[config.mk]
export PLATFORM = sky130hd
export DESIGN_NAME = bfiq_mod
export DESIGN_NICKNAME = d
export VERILOG_FILES = /design/src/bfiq_pkg.sv /design/src/bfiq_mod.sv
export SDC_FILE = /design/constraint.sdc
export NUM_CORES = 1
export LEC_CHECK = 0
export ABC_AREA = 1
export BUFFER_PORTS_ARGS = -buffer_cell sky130_fd_sc_hd__buf_2
export CORE_ASPECT_RATIO = 0.5
export CORE_UTILIZATION = 31
export DETAILED_ROUTE_END_ITERATION = 12
export GPL_TIMING_DRIVEN = 0
export PLACE_DENSITY_LB_ADDON = 0.15
export RECOVER_POWER = 50
export SLEW_MARGIN = 20
export SYNTH_ARGS = -nofsm -noshare
export SYNTH_HDL_FRONTEND = slang
export SYNTH_SLANG_ARGS = --single-unit
export TNS_END_PERCENT = 5
[constraint.sdc]
create_clock -name clk -period 23 [get_ports clk]
set_input_delay 4.6 -clock clk [delete_from_list [all_inputs] [get_ports clk]]
set_output_delay 4.6 -clock clk [all_outputs]
set_load 0.05 [all_outputs]
[src/bfiq_pkg.sv]
// Package for the bloom filter block: store geometry, divider step sizes,
// FSM state type and the structs between the top level and the modulo unit.
// No dependencies.
package bfiq_pkg;

  localparam int STORE_BITS    = 65536;
  localparam int WORD_BITS     = 64;
  localparam int WORD_SHIFT    = 6;
  localparam int STORE_WORDS   = (STORE_BITS + WORD_BITS - 1) / WORD_BITS;
  localparam int ADDR_W        = (STORE_WORDS > 1) ? $clog2(STORE_WORDS) : 1;
  localparam int POS_W         = $clog2(STORE_BITS);

  localparam int HASH_W        = 64;
  localparam int SIZE_W        = 17;
  localparam int SIZE_RESET    = 65536;

  localparam int STEP_BITS     = 4;
  localparam int MOD_STEPS     = HASH_W / STEP_BITS;
  localparam int CNT_W         = $clog2(MOD_STEPS);

  typedef enum logic [2:0] {
    ST_CLEAR,
    ST_IDLE,
    ST_DIV,
    ST_READ,
    ST_UPDATE
  } bfiq_state_t;

  typedef struct packed {
    logic              start;
    logic [HASH_W-1:0] dividend;
    logic [SIZE_W-1:0] divisor;
  } bfiq_mod_req_t;

  typedef struct packed {
    logic              done;
    logic [SIZE_W-1:0] rem;
  } bfiq_mod_rsp_t;

  // Clamp the programmed size: zero acts as one, above the store acts as the store.
  function automatic logic [SIZE_W-1:0] eff_size(input logic [SIZE_W-1:0] fb);
    logic [SIZE_W-1:0] n;
    n = fb;
    if (fb == '0) begin
      n = SIZE_W'(1);
    end else if (32'(fb) > 32'(STORE_BITS)) begin
      n = SIZE_W'(STORE_BITS);
    end
    return n;
  endfunction

  // One restoring step: shift in one dividend bit, subtract when it fits.
  function automatic logic [SIZE_W-1:0] mod_step(input logic [SIZE_W-1:0] rem,
                                                 input logic              din,
                                                 input logic [SIZE_W-1:0] div);
    logic [SIZE_W:0] t;
    t = {rem, din};
    if (t >= {1'b0, div}) begin
      t = t - {1'b0, div};
    end
    return t[SIZE_W-1:0];
  endfunction

endpackage

[src/bfiq_mod.sv]
// Iterative modulo unit: reduces a 64-bit hash by the filter size,
// STEP_BITS restoring steps per cycle. Depends on bfiq_pkg.
module bfiq_mod (
  input  logic                   clk,
  input  logic                   rst_n,
  input  bfiq_pkg::bfiq_mod_req_t req,
  output bfiq_pkg::bfiq_mod_rsp_t rsp
);

  logic                           busy_r, busy_nxt;
  logic                           done_r, done_nxt;
  logic [bfiq_pkg::CNT_W-1:0]     cnt_r, cnt_nxt;
  logic [bfiq_pkg::HASH_W-1:0]    hash_r, hash_nxt;
  logic [bfiq_pkg::SIZE_W-1:0]    div_r, div_nxt;
  logic [bfiq_pkg::SIZE_W-1:0]    rem_r, rem_nxt;
  logic [bfiq_pkg::SIZE_W-1:0]    rem_step;

  // Consume the top bits of the hash, most significant first.
  always_comb begin
    rem_step = rem_r;
    for (int i = 0; i < bfiq_pkg::STEP_BITS; i++) begin
      rem_step = bfiq_pkg::mod_step(rem_step, hash_r[bfiq_pkg::HASH_W-1-i], div_r);
    end
  end

  always_comb begin
    busy_nxt = busy_r;
    done_nxt = 1'b0;
    cnt_nxt  = cnt_r;
    hash_nxt = hash_r;
    div_nxt  = div_r;
    rem_nxt  = rem_r;
    if (req.start) begin
      busy_nxt = 1'b1;
      cnt_nxt  = '0;
      hash_nxt = req.dividend;
      div_nxt  = req.divisor;
      rem_nxt  = '0;
    end else if (busy_r) begin
      rem_nxt  = rem_step;
      hash_nxt = hash_r << bfiq_pkg::STEP_BITS;
      cnt_nxt  = cnt_r + 1'b1;
      if (cnt_r == bfiq_pkg::CNT_W'(bfiq_pkg::MOD_STEPS - 1)) begin
        busy_nxt = 1'b0;
        done_nxt = 1'b1;
      end
    end
  end

  always_ff @(posedge clk) begin
    if (!rst_n) begin
      busy_r <= 1'b0;
      done_r <= 1'b0;
      cnt_r  <= '0;
    end else begin
      busy_r <= busy_nxt;
      done_r <= done_nxt;
      cnt_r  <= cnt_nxt;
    end
    hash_r <= hash_nxt;
    div_r  <= div_nxt;
    rem_r  <= rem_nxt;
  end

  assign rsp.done = done_r;
  assign rsp.rem  = rem_r;

endmodule

==> flow_summary.json <==
{
  "drt_iter0_markers": 581,
  "yosysUniqueCellTypes": 47,
  "final.setup.tns_ns": 0,
  "grt.total_usage_pct": 18.9,
  "worstPathArrival_ns": 10.12,
  "die_w_um": 237,
  "synth_top_family_by_area": "simple AND/OR/NAND/NOR gates",
  "synth.avg_cell_area_um2": 7.02,
  "htreeDepth": 3,
  "start_kind": "register",
  "skew_ns": 0.0107,
  "finalCriticalPeriod_ns": 9.85,
  "cts_resized": 0,
  "antenna_found_initial": 4,
  "fin_nets": 1494,
  "clkTransAtPathRegs_ns": 0.09,
  "routed_wl_mm": 25.9,
  "die-area_um2": 28400,
  "drt_first_pass_iters": 5,
  "cp_common_cell": "nand2_1",
  "ys.flop_type": "edfxtp_1",
  "grt.overflow.total": 0,
  "critPathMaxStageDelay_ns": 0.45,
  "slowest_stage": "a21oi_1",
  "drc": 0,
  "viasPerCell": 4.70,
  "grt_pass1_vias": 7629,
  "hold_viol_final": 0,
  "synth_compound_area_share_pct": 8.43,
  "synth.area.top_cells": "edfxtp_1 (28%), nand2_1 (22%), ha_1 (10%)",
  "yosysTopAreaCellShare_pct": 28.3,
  "synth.most_common_cell": "nand2_1",
  "worstSkewPairLatency_ns": 0.38,
  "async_reset_ff_share_pct": 0,
  "coreArea_um2": 26800,
  "synth_edf_count": 81,
  "cts_inserted_buffers": 9,
  "worst_slew_pin_slew_ns": 1.40,
  "seq_area_frac_synth_pct": 33.7,
  "std_cell_rows": 42,
  "yosysTopAreaCell": "edfxtp_1",
  "critPathCaptureType": "register",
  "die_y_um": 120,
  "synth-adder-area-share_pct": 11.0,
  "crit_fanout": 10,
  "required_ns": 23.27,
  "post_cts_buffers": 0,
  "hpwl_mm": 21.0,
  "synth.area.mux_share_pct": 0,
  "synth_seq_cells": 104,
  "layout-drive-gt1-share_pct": 11.6,
  "clock_sinks": 104,
  "port_buffers": 101,
  "cts_root_buffer": "clkbuf_16",
  "slew_headroom_pct": 6.91,
  "cts_tree": "built",
  "yosys.area_share.simple_pct": 33.4,
  "initial_utilization_pct": 32.1,
  "syn-num-nets": 1381,
  "rsz0062_at_grt": "no",
  "fin_crit_sh_pct": 42.8,
  "slew_viol_final": 0,
  "clock.fmax_mhz": 101,
  "grt_first_pass_wirelength_mm": 41.1,
  "worstSetupPathType": "register to register",
  "hold_buffers": 0,
  "yosysWarnings": 0,
  "syn_area_um2": 8590,
  "area_growth_pct": 14.7,
  "clockBufferDepth": 2,
  "synthCells": 1224,
  "synthTopCellsByCount": "nand2_1 (512), inv_1 (142), edfxtp_1 (81), ha_1 (69), nand3_1 (67)",
  "hold_path.class": "register to register",
  "avgRoutedWirePerCell_um": 15.3,
  "io_pins": 102,
  "maxCapViolations": 0,
  "vias": 7974,
  "synth_xor_area_share_pct": 5.30,
  "outcome": "finished, final reports clean",
  "grt_max_degree": 42,
  "route.antenna.remaining_nets": 0,
  "gp_congestion": 0.909,
  "finalSetupViolations": 0
}
[path summary, 6_finish.rpt]
check | from | end | slack, ns | depth (start not counted)
setup reg to reg | div_r[7]$_DFFE_PP_ | rem_r[9]$_SDFFE_PP0P_ | 13.15 | 58
hold / removal | cnt_r[0]$_SDFFE_PP0P_ | cnt_r[0]$_SDFFE_PP0P_ | 0.51 | 2
hold reg to reg | cnt_r[0]$_SDFFE_PP0P_ | cnt_r[0]$_SDFFE_PP0P_ | 0.51 | 2
setup / recovery | div_r[7]$_DFFE_PP_ | rem_r[9]$_SDFFE_PP0P_ | 13.15 | 58
[layer usage]
metal | vias to the layer above | track usage (%) | part of all wire [%]
met4 | 2 | 4.96 | 1.8
met1 | 3622 | 26.2 | 51
li1 | 4147 | - | -
met2 | 174 | 29.7 | 43
met5 | - | 0 | 0.031
met3 | 29 | 4.05 | 5.0
[through the flow]
stage / worst slack, ns / area [um^2] / std cells / hold slack, ns / util [%]
final: 13.15 / 9850 / 1696 / 0.505 / 36.8
after global routing: 12.29 / 9850 / 1695 / 0.530 / 36.8
after global placement: 13.40 / 9540 / 1677 / 0.491 / 35.6
after detailed placement: 13.27 / 9560 / 1678 / 0.495 / 35.7
after floorplan: 15.40 / 8590 / 1224 / 0.468 / -
after CTS: 13.24 / 9870 / 1694 / 0.509 / 36.8
[final cells by class]
type | instances | area (um^2)
clock inverters | 7 | 88.8
multi-input cells | 941 | 4990
fillers | 2945 | 16900
diodes | 2 | 5.00
clock buffers | 9 | 225
well taps | 352 | 440
repair buffers | 102 | 502
plain buffers | 26 | 133
inverters | 153 | 576
flip-flops and latches | 104 | 2890
[worst max-delay path, delay by kind of cell (launching register included)]
family / cells / cell delay (ns)
and+or+nand+nor: 34 / 3.36
AOI/OAI and AO/OA: 11 / 2.89
buffers and inverters: 9 / 1.64
adders and majority gates: 4 / 1.43
DFF: 1 / 0.37
[cells in the final DEF (no fill, tap or decap), drive strengths merged, types with 5 or more instances in the layout]
cell type / Yosys / routed
nand3: 73 / 73
buf: 13 / 96
or2: 7 / 7
dfxtp: 23 / 23
a21oi: 66 / 66
clkinv: 3 / 6
xor2: 19 / 19
xnor2: 33 / 33
edfxtp: 81 / 81
nor3: 10 / 10
ha: 69 / 69
a31oi: 5 / 5
clkbuf: 13 / 41
o21ai: 36 / 36
nor2: 60 / 60
inv: 150 / 153
nand2: 528 / 528
[state kept, by name, summed over array words and instances, names as in the netlist]
register	flops
busy_r	1
cnt_r	4
hash_r	64
done_r	1
rem_r	17
div_r	17
[cells by family after synthesis]
kind of cell,after synthesis
simple gates,690
fa+ha+maj,73
flops,104
xor+xnor,52
compound gates,126
buf+inv,179
Power is left out: the tool's default activity adds up to more than one toggle a clock period on the data nets, which glitch-free logic cannot reach.
